--- src/hw/rtl/jsp_pkg.sv ---
// shared types and codes for the jpeg scan header parser
// used by jsp_parse and jpeg_scan_header_parser_top; no dependencies
package jsp_pkg;

	localparam int unsigned CountW    = 3;
	localparam int unsigned SlotW     = 8;
	localparam int unsigned TableW    = 4;
	localparam int unsigned StatusW   = 3;
	localparam int unsigned OutDataW  = 24;
	localparam int unsigned CfgIndexW = 1;

	// result kinds carried on tuser
	localparam logic KIND_COMP   = 1'b0;
	localparam logic KIND_STATUS = 1'b1;

	// configuration register indexes
	localparam logic [CfgIndexW-1:0] CFG_COMPONENT_COUNT = 1'b0;
	localparam logic [CfgIndexW-1:0] CFG_GREYSCALE_MODE  = 1'b1;

	localparam logic [7:0] SPECTRAL_END = 8'd63;
	localparam logic [7:0] MAX_COLOR_ID = 8'd3;
	localparam logic [15:0] LEN_BASE    = 16'd6;

	typedef enum logic [StatusW-1:0] {
		ST_OK         = 3'd0,
		ST_BAD_COUNT  = 3'd1,
		ST_BAD_ID     = 3'd2,
		ST_BAD_SPEC   = 3'd3,
		ST_BAD_APPROX = 3'd4,
		ST_BAD_LENGTH = 3'd5
	} status_t;

	typedef struct packed {
		logic [CountW-1:0] component_count;
		logic              greyscale_mode;
	} cfg_t;

	typedef struct packed {
		logic              kind;
		logic [SlotW-1:0]  comp_slot;
		logic [TableW-1:0] dc_table;
		logic [TableW-1:0] ac_table;
		status_t           status;
		logic              last;
	} res_t;

endpackage

--- src/hw/rtl/jsp_parse.sv ---
// byte-phase parser for a start-of-scan segment: state plus one-byte decode
// depends on jsp_pkg
module jsp_parse import jsp_pkg::*; (
	input  logic       clk,
	input  logic       arst_n,
	input  logic       accept,
	input  logic [7:0] seg_byte,
	input  logic       seg_first,
	input  cfg_t       cfg,
	output logic       res_valid,
	output res_t       res
);

	typedef enum logic [2:0] {
		PH_IDLE, PH_LEN_LO, PH_COUNT, PH_ID, PH_SEL, PH_SS, PH_SE, PH_APPROX
	} phase_t;

	phase_t            phase_q, phase_d;
	logic [15:0]       seg_length_q, seg_length_d;
	logic [CountW-1:0] comp_total_q, comp_total_d;
	logic [CountW-1:0] comps_done_q, comps_done_d;
	logic [CountW-1:0] done_inc;
	logic [SlotW-1:0]  pending_slot_q, pending_slot_d;
	logic              spectral_bad_q, spectral_bad_d;
	logic              grey_seen_q, grey_seen_d;
	logic [15:0]       expected_len;

	assign done_inc     = comps_done_q + 1'b1;
	assign expected_len = LEN_BASE + {12'd0, comp_total_q, 1'b0};

	always_comb begin
		phase_d        = phase_q;
		seg_length_d   = seg_length_q;
		comp_total_d   = comp_total_q;
		comps_done_d   = comps_done_q;
		pending_slot_d = pending_slot_q;
		spectral_bad_d = spectral_bad_q;
		grey_seen_d    = grey_seen_q;
		res_valid      = 1'b0;
		res            = '0;
		res.status     = ST_OK;
		if (seg_first) begin
			seg_length_d   = {seg_byte, 8'h00};
			comp_total_d   = '0;
			comps_done_d   = '0;
			pending_slot_d = '0;
			spectral_bad_d = 1'b0;
			phase_d        = PH_LEN_LO;
		end else begin
			unique case (phase_q)
				PH_IDLE: begin
				end
				PH_LEN_LO: begin
					seg_length_d[7:0] = seg_byte;
					phase_d           = PH_COUNT;
				end
				PH_COUNT: begin
					if (seg_byte == 8'd0 || seg_byte != {5'd0, cfg.component_count}) begin
						res_valid  = 1'b1;
						res.kind   = KIND_STATUS;
						res.status = ST_BAD_COUNT;
						res.last   = 1'b1;
						phase_d    = PH_IDLE;
					end else begin
						comp_total_d = seg_byte[CountW-1:0];
						comps_done_d = '0;
						phase_d      = PH_ID;
					end
				end
				PH_ID: begin
					priority if (seg_byte == 8'd0 || cfg.greyscale_mode || grey_seen_q) begin
						grey_seen_d    = 1'b1;
						pending_slot_d = seg_byte;
						phase_d        = PH_SEL;
					end else if (seg_byte <= MAX_COLOR_ID) begin
						pending_slot_d = seg_byte - 8'd1;
						phase_d        = PH_SEL;
					end else begin
						res_valid  = 1'b1;
						res.kind   = KIND_STATUS;
						res.status = ST_BAD_ID;
						res.last   = 1'b1;
						phase_d    = PH_IDLE;
					end
				end
				PH_SEL: begin
					res_valid     = 1'b1;
					res.kind      = KIND_COMP;
					res.comp_slot = pending_slot_q;
					res.dc_table  = seg_byte[7:4];
					res.ac_table  = seg_byte[3:0];
					comps_done_d  = done_inc;
					phase_d       = (done_inc == comp_total_q) ? PH_SS : PH_ID;
				end
				PH_SS: begin
					spectral_bad_d = (seg_byte != 8'd0);
					phase_d        = PH_SE;
				end
				PH_SE: begin
					if (seg_byte != SPECTRAL_END)
						spectral_bad_d = 1'b1;
					phase_d = PH_APPROX;
				end
				PH_APPROX: begin
					res_valid = 1'b1;
					res.kind  = KIND_STATUS;
					res.last  = 1'b1;
					phase_d   = PH_IDLE;
					priority if (spectral_bad_q)
						res.status = ST_BAD_SPEC;
					else if (seg_byte != 8'd0)
						res.status = ST_BAD_APPROX;
					else if (seg_length_q != expected_len)
						res.status = ST_BAD_LENGTH;
					else
						res.status = ST_OK;
				end
			endcase
		end
	end

	always_ff @(posedge clk or negedge arst_n) begin
		if (!arst_n) begin
			phase_q        <= PH_IDLE;
			seg_length_q   <= '0;
			comp_total_q   <= '0;
			comps_done_q   <= '0;
			pending_slot_q <= '0;
			spectral_bad_q <= 1'b0;
			grey_seen_q    <= 1'b0;
		end else if (accept) begin
			phase_q        <= phase_d;
			seg_length_q   <= seg_length_d;
			comp_total_q   <= comp_total_d;
			comps_done_q   <= comps_done_d;
			pending_slot_q <= pending_slot_d;
			spectral_bad_q <= spectral_bad_d;
			grey_seen_q    <= grey_seen_d;
		end
	end

`ifndef NO_ASSERTIONS
	a_status_ends_segment: assert property (@(posedge clk) disable iff (!arst_n)
		(accept && res_valid && res.kind == KIND_STATUS) |=> (phase_q == PH_IDLE))
		else $error("segment status did not return the parser to idle");
	a_first_restarts: assert property (@(posedge clk) disable iff (!arst_n)
		(accept && seg_first) |=> (phase_q == PH_LEN_LO))
		else $error("first byte did not restart the parser");
	a_grey_sticky: assert property (@(posedge clk) disable iff (!arst_n)
		grey_seen_q |=> grey_seen_q)
		else $error("greyscale flag cleared without reset");
	a_done_bounded: assert property (@(posedge clk) disable iff (!arst_n)
		(phase_q == PH_ID || phase_q == PH_SEL) |-> (comps_done_q < comp_total_q))
		else $error("component counter ran past the count");
`endif

endmodule

--- src/hw/rtl/jpeg_scan_header_parser_top.sv ---
// the result of an accepted byte is registered into the main entry (shown on m_tvalid), or into skid if main is held
// throughput: one byte per cycle while the skid entry is empty; the parser decodes each byte in the accept cycle
// a two-entry output stage (main plus skid) keeps s_tready high while a result waits
// arst_n clears the parser to idle, empties the output stage, and loads
// component_count = 1 and greyscale_mode = 0
// top level: configuration registers, jsp_parse and the output stage; depends on jsp_pkg
module jpeg_scan_header_parser_top import jsp_pkg::*; (
	input  logic                 clk,
	input  logic                 arst_n,
	input  logic                 s_tvalid,
	output logic                 s_tready,
	input  logic [7:0]           s_tdata,   // seg_byte
	input  logic                 s_tuser,   // seg_first
	output logic                 m_tvalid,
	input  logic                 m_tready,
	output logic [OutDataW-1:0]  m_tdata,   // comp_slot, dc_table, ac_table, status, zero pad
	output logic                 m_tuser,   // result_kind
	output logic                 m_tlast,   // last
	input  logic                 cfg_we,
	input  logic [CfgIndexW-1:0] cfg_index,
	input  logic [CountW-1:0]    cfg_data
);

	cfg_t cfg_q;
	logic accept;
	logic res_valid;
	res_t res;
	logic main_v_q, skid_v_q;
	res_t main_q, skid_q;
	logic push, pop;

	always_ff @(posedge clk or negedge arst_n) begin
		if (!arst_n) begin
			cfg_q.component_count <= CountW'(1);
			cfg_q.greyscale_mode  <= 1'b0;
		end else if (cfg_we) begin
			unique case (cfg_index)
				CFG_COMPONENT_COUNT: cfg_q.component_count <= cfg_data;
				CFG_GREYSCALE_MODE:  cfg_q.greyscale_mode  <= cfg_data[0];
			endcase
		end
	end

	assign s_tready = !skid_v_q;
	assign accept   = s_tvalid && s_tready;

	jsp_parse u_parse (
		.clk       (clk),
		.arst_n    (arst_n),
		.accept    (accept),
		.seg_byte  (s_tdata),
		.seg_first (s_tuser),
		.cfg       (cfg_q),
		.res_valid (res_valid),
		.res       (res)
	);

	assign push = accept && res_valid;
	assign pop  = main_v_q && m_tready;

	always_ff @(posedge clk or negedge arst_n) begin
		if (!arst_n) begin
			main_v_q <= 1'b0;
			skid_v_q <= 1'b0;
			main_q   <= '0;
			skid_q   <= '0;
		end else begin
			if (skid_v_q) begin
				// no push possible while the skid entry is full
				if (pop) begin
					main_q   <= skid_q;
					skid_v_q <= 1'b0;
				end
			end else if (push) begin
				if (!main_v_q || pop) begin
					main_q   <= res;
					main_v_q <= 1'b1;
				end else begin
					skid_q   <= res;
					skid_v_q <= 1'b1;
				end
			end else if (pop) begin
				main_v_q <= 1'b0;
			end
		end
	end

	assign m_tvalid = main_v_q;
	assign m_tuser  = main_q.kind;
	assign m_tlast  = main_q.last;
	assign m_tdata  = {5'd0, main_q.status, main_q.ac_table, main_q.dc_table, main_q.comp_slot};

`ifndef NO_ASSERTIONS
	a_skid_needs_main: assert property (@(posedge clk) disable iff (!arst_n)
		skid_v_q |-> main_v_q)
		else $error("skid entry full while main entry empty");
	a_last_is_status: assert property (@(posedge clk) disable iff (!arst_n)
		(m_tvalid && m_tlast) |-> (m_tuser == KIND_STATUS))
		else $error("last flag on a component result");
	a_comp_status_zero: assert property (@(posedge clk) disable iff (!arst_n)
		(m_tvalid && m_tuser == KIND_COMP) |-> (m_tdata[18:16] == 3'd0 && !m_tlast))
		else $error("component result carries a status");
	a_skid_drains: assert property (@(posedge clk) disable iff (!arst_n)
		(skid_v_q && m_tready) |=> !skid_v_q)
		else $error("skid entry not drained on a taken result");
`endif

endmodule

--- config.mk ---
export PLATFORM = sky130hd
export DESIGN_NAME = jpeg_scan_header_parser_top
export DESIGN_NICKNAME = d
export VERILOG_FILES = /design/src/hw/rtl/jsp_pkg.sv /design/src/hw/rtl/jsp_parse.sv /design/src/hw/rtl/jpeg_scan_header_parser_top.sv
export SDC_FILE = /design/constraint.sdc
export NUM_CORES = 1
export LEC_CHECK = 0
export BUFFER_PORTS_ARGS = -buffer_cell sky130_fd_sc_hd__buf_2
export CAP_MARGIN = 20
export CORE_ASPECT_RATIO = 2
export CORE_UTILIZATION = 55
export CTS_CLUSTER_SIZE = 24
export DETAILED_ROUTE_END_ITERATION = 8
export PLACE_DENSITY = 0.76
export SYNTH_ARGS = -nofsm -noshare
export SYNTH_HDL_FRONTEND = slang
export SYNTH_SLANG_ARGS = --single-unit
--- constraint.sdc ---
create_clock -name clk -period 2.4 [get_ports clk]
set_clock_uncertainty 0.2 [all_clocks]
set_input_delay 0 -clock clk [delete_from_list [all_inputs] [get_ports clk]]
set_output_delay 0 -clock clk [all_outputs]
set_load 0.03 [all_outputs]
-- Word level (Yosys, flattened, before mapping)
Index checks and enable logic that the tools add are counted.
- register bits after elaboration: 83
- bits of input ports: 18
- output and inout bits: 28
- logic and storage cells: 130
- add/sub/neg operators: 3
- magnitude comparators: 1
- equality and inequality tests: 16
- multiplexer cells: 47
- bitwise logic cells: 4
- reductions and logical operators: 35
- operators with widths (kind ; count):
    2-to-1 mux 21 bit ; 5
    2-to-1 mux 8 bit ; 6
    2-to-1 mux 3 bit ; 13
    case mux 3 bit (7 select lines) ; 1
    AND reduction 3 bit ; 7
    2-to-1 mux 16 bit ; 1
    inequality test 16 bit ; 1
    nonzero test 8 bit ; 2
    2-to-1 mux 1 bit ; 13
    == test 3 bit, second input constant ; 4
    case mux 4 bit (3 select lines) ; 1
    nonzero test 2 bit ; 6
    AND reduction 2 bit ; 5
    nonzero test 3 bit ; 3
    <= comparator 8 x 2 -> 1 bit, second input constant ; 1
    logical NOT 8 bit ; 1
    inequality test 8 x 3 -> 1 bit ; 1
    inequality test 8 x 6 -> 1 bit, second input constant ; 1
    subtractor 8 x 1 -> 8 bit, second input constant ; 1
    == test 3 x 2 -> 1 bit, second input constant ; 2
    case mux 1 bit (3 select lines) ; 2
    case mux 3 bit (2 select lines) ; 1
    adder 3 x 4 -> 5 bit, first input constant ; 1
    logical OR 1 bit ; 4
    other kinds (15) ; 23

-- Longest topological paths before layout
- depth after elaboration: 10
- depth in mapped cells: 10
- gate-level depth less buffers: 8

-- Cells and area by module
Synthesis repeated with hierarchy kept, for this count alone.
- cell total of the unflattened synthesis: 365
- area, all modules: 4346.7 um^2
- by module, submodules not included (module ; times used ; cells each ; area an instance (um^2) ; sequential area each (um^2)):
    jpeg_scan_header_parser_top ; 1 ; 142 ; 2258.4 ; 1202.4
    jsp_parse ; 1 ; 223 ; 2088.3 ; 875.8

-- Least setup slack after synthesis
Ideal clock, no wire load.
- kind: flip-flop to flip-flop
- start: register u_parse.phase_q[2]
- end: register skid_q[2] in the netlist's numbering
- setup time: 125 ps
- data arrival time: 1919 ps
- required time: 2075 ps
- slack: 155 ps
- cell stages (with the launch flop): 7
- path buffers: 1
- clock period less this slack: 2245 ps
- path through: dfrtp_1 or4_1 o22a_2 a31o_4 o2111a_2 buf_6 mux2_4
- cells in the longest elaborated chain, start to end: 6
- elaborated cells on any way between the ends: 11
- classes of those cells: 4 x eq/ne; 4 x mux; 3 x reduce/logical
- ends and longest elaborated chain (item ; RTL line ; source):
    start: declaration ; jsp_parse.sv:18 ; phase_t phase_q, phase_d;
    start signal: assignment ; jsp_parse.sv:132 ; phase_q <= phase_d;
    == test 3 bit ; jsp_parse.sv:50 ; unique case (phase_q)
    OR reduction 2 bit (no line) ; - ;
    case mux 1 bit (3 select lines) ; jsp_parse.sv:50 ;
    2-to-1 mux 1 bit ; jsp_parse.sv:42 ; if (seg_first) begin
    logical AND 1 bit ; jpeg_scan_header_parser_top.sv:58 ; assign push = accept && res_valid;
    AND reduction 3 bit (no line) ; - ;
    end signal: assignment ; jpeg_scan_header_parser_top.sv:79 ; skid_q <= res;
    end: declaration ; jpeg_scan_header_parser_top.sv:29 ; res_t main_q, skid_q;
Several ways; a longest one is shown, not always the timed one.
A chain may end at the register's enable or synchronous reset.

-- Worst setup path after layout
- start: register u_parse.comp_total_q[0]
- end: register skid_q[3] in the netlist's numbering
- cells in the longest elaborated chain, start to end: 7
- ends and longest elaborated chain (item ; RTL line ; source):
    start: declaration ; jsp_parse.sv:20 ; logic [CountW-1:0] comp_total_q, comp_total_d;
    start signal: assignment ; jsp_parse.sv:134 ; comp_total_q <= comp_total_d;
    adder 3 x 4 -> 5 bit ; jsp_parse.sv:29 ; assign expected_len = LEN_BASE + {12'd0, comp_total_q, 1'b0};
    inequality test 16 bit ; jsp_parse.sv:113 ; else if (seg_length_q != expected_len)
    2-to-1 mux 3 bit ; jsp_parse.sv:113 ;
    2-to-1 mux 3 bit ; jsp_parse.sv:111 ; else if (seg_byte != 8'd0)
    2-to-1 mux 3 bit ; jsp_parse.sv:109 ; priority if (spectral_bad_q)
    case mux 4 bit (3 select lines) ; jsp_parse.sv:50 ;
    2-to-1 mux 21 bit ; jsp_parse.sv:42 ;
Every way passes these cells.

==> flow_metrics.tcl <==
set metrics [dict create \
    fp.dieW_um 63.0 \
    power_density_mw_per_mm2 723 \
    tritoncts "done" \
    final_common_cell "dfrtp_1" \
    yosys.area_share.simple_pct 16.8 \
    grt-ovfl-total 0 \
    setup_viol 0 \
    synth_top_family_by_area "compound AO/OA/AOI/OAI gates" \
    fin_crit_sh_pct 97.0 \
    root_buffer "clkbuf_16" \
    coreArea_mm2 0.00721 \
    p_clk_share_pct 39.8 \
    comb_power_share_pct 17.0 \
    relSlewSlack_pct 49.6 \
    fillers 516 \
    diodes 0 \
    synth-async-reset-ratio_pct 100 \
    ff2ff_path_depth 8 \
    utilization_pct 71.7 \
    antenna_found_initial 0 \
    port_buffers 40 \
    dpl.hpwl_um 6820 \
    cp_max_fo 3 \
    crit_path_start_kind "flop" \
    drv_slew 0 \
    wl_met2_um 5540 \
    rows 44 \
    peakVddDrop_mv 0.578 \
    run_status "finished clean" \
    final-seq-area_mm2 0.00203 \
    wl_met1_um 3770 \
    switching_share_pct 27.9 \
    endpoint "skid_q[3]" \
    arrival_ns 2.36 \
    clk_path_buf_depth 2 \
    drive_gt1_share_pct 25.5 \
    internal-power_mw 2.70 \
    initial_utilization_pct 56.8 \
    ys.flop_type "dfrtp_1" \
    multi_input_area_mm2 0.00189 \
    cts_htree_levels 3 \
    cts_buffers 9 \
    p_sw_mw 1.04 \
    crit_start "u_parse.comp_total_q[0]" \
    gp_congestion 0.958 \
    wl_per_cell_um 16.9 \
    tns_ns 0 \
    tightest_slew_ns 0.751 \
    layout.nets 526 \
    synth_compound_area_share_pct 16.8 \
    maxCapViolCount 0 \
    syn_area_mm2 0.00409 \
    area_growth_pct 26.3 \
    synthCells 420 \
    dr_wl_met3_um 435 \
    yosysWarnings 0 \
    power.leakage_nw 2.47 \
    via_count 3512 \
    timing.fmax_mhz 430 \
    die_area_mm2 0.00781 \
    grt_pass1_wl_um 16700 \
    top_layer "met4" \
    fin_crit_ns 2.33 \
    num_io_pins 46 \
    synth-edff-count 0 \
    first_iter_violations 201 \
    worst-endpoint-required_ns 2.43 \
    synth_cell_types 58 \
    grt_usage_pct 28.5 \
    via_per_inst 5.84 \
    rrSetupSlack_ns 0.07 \
    drcViolationCount 0 \
    path_class "reg -> reg" \
    crit_path_end_kind "flop" \
    clock_latency_ns 0.34 \
    worstReg2RegStart "u_parse.comp_total_q[0]" \
    fp.dieH_um 124 \
    final_cell_mix "dfrtp_1 (80), nand2_1 (52), buf_2 (39), o21ai_0 (36), buf_4 (33)" \
    ys_seq_area_share_pct 49.5 \
    ys_seq_elements 81 \
    final_hold_viol_count 0 \
    sequentialPowerShare_pct 43.1 \
    drt-total-wl_um 10100 \
    grt_pass1_vias 3487 \
    r2r-end "skid_q[3]" \
    grt_max_degree 82 \
    synthMuxAreaShare_pct 7.27 \
    cts.sinks 81 \
    clkTransAtPathRegs_ns 0.06 \
    worstHoldPathType "in -> reg" \
    synth-adder-area-share_pct 1.22 \
    drt_first_pass_iters 5 \
    final_antenna_net_count 0 \
    synthXorXnorAreaFrac_pct 2.14 \
    avgSynthCellArea_um2 9.75 \
]
## cell families (layout without fill, tap and decap cells)
| logic type | Yosys count | after routing |
|---|---|---|
| buffers and inverters | 49 | 133 |
| other | 1 | 5 |
| xor gates and xnor gates | 10 | 10 |
| muxes | 27 | 27 |
| and+or+nand+nor | 141 | 141 |
| DFF | 81 | 81 |
| AOI/OAI and AO/OA | 107 | 108 |
| adders and majority gates | 4 | 4 |
## cell type report
cell class	count	area share, %
tap	92	2.23
timing repair buffer	98	14.3
sequential	81	39.2
inverter	19	1.38
multi-input combinational	295	36.6
clock inverter	7	1.94
clock buffer	9	4.35
## power by group through the flow
stage                     registers [mW]  logic, mW  clock network (mW)
after floorplan                     1.64      0.356                   0
after global placement              1.62      0.555                   0
after detailed placement            1.63      0.573                   0
after CTS                           1.61      0.617                1.51
after global routing                1.63      0.701                1.57
final                               1.61      0.637                1.49
## critical path: stages, from the launching register on
cell and delay [ns]:
dfrtp_1 0.34, inv_1 0.04, ha_1 0.20, xnor2_1 0.16, or3_1 0.33, a311oi_1 0.38, a2111oi_2 0.13, buf_4 0.17
mux2_2 0.26
## what timing repair did
action                                  CTS  global route
gates resized for setup                   1             9
hold buffers                             22             1
endpoints found under the setup margin    7            39
setup buffers                             0             1
cloned                                    1             0
pin swaps                                 1             1
hold endpoints to repair                121             5
## sequential cells by signal (all words and copies together), names as in the netlist
| register | flops |
|---|---|
| u_parse.spectral_bad_q | 1 |
| u_parse.comp_total_q | 3 |
| skid_v_q | 1 |
| u_parse.comps_done_q | 3 |
| m_tdata | 19 |
| u_parse.grey_seen_q | 1 |
| skid_q | 20 |
| m_tvalid | 1 |
| u_parse.seg_length_q | 16 |
| cfg_q | 4 |
| u_parse.pending_slot_q | 8 |
| u_parse.phase_q | 3 |
| m_tlast | 1 |
## synth_stat cells, drive strengths merged, types with 2 or more instances
cell type	instances	area share [%]
nand3	7	0.86
nor4	6	1.1
a31oi	2	0.31
clkbuf	16	1.5
and4	2	0.43
nand2	52	4.8
or4	2	0.37
nand2b	4	0.61
and2b	6	1.1
a32o	3	0.73
a22o	7	1.5
buf	14	2.9
nor3	10	1.2
or2	2	0.31
xnor2	4	0.86
dfrtp	80	49
o22ai	2	0.31
mux2i	11	2.7
a21oi	27	3.3
nor2b	8	1.2
ha	4	1.2
nor2	28	2.6
and3	9	1.4
o21ai	42	5.1
xor2	6	1.3
inv	19	1.7
a31o	8	1.9
or3	3	0.58
mux2	16	4.6
## metrics by stage
stage                     instance area, um2  total power, mW  setup WS (ns)  hold WS, ns  instances
after floorplan                         4110             1.99          0.155       -0.496        424
after global placement                  4520             2.18         0.0615       0.0215        559
after detailed placement                4520             2.20        -0.0193       0.0291        559
after CTS                               5080             3.74         0.0237        0.205        598
after global routing                    5170             3.90        -0.0205        0.304        601
final                                   5170             3.74         0.0722        0.239        601
## per-layer routing
metal  vias to the layer above  track usage, %
li1                       1638               -
met1                      1725            29.2
met2                       119            50.9
met3                        30            5.95
met4                         0            20.3
met5                         -               0
## how the worst min path moves through the flow
| stage | end | slack, ns | cells past startpoint | start |
|---|---|---|---|---|
| 2_1_floorplan | cfg_q[0] | -0.50 | 0 | arst_n |
| 3_5_place_dp | m_tdata[2] | 0.03 | 1 | arst_n |
| 6_report | u_parse.phase_q[0] | 0.24 | 7 | s_tdata[2] |
| 3_3_place_gp | m_tdata[15] | 0.02 | 1 | arst_n |
| 5_1_grt | cfg_q[1] | 0.30 | 3 | cfg_data[0] |
| 4_1_cts | m_tdata[1] | 0.20 | 2 | arst_n |
No activity file was read; power rests on OpenSTA's default activity.
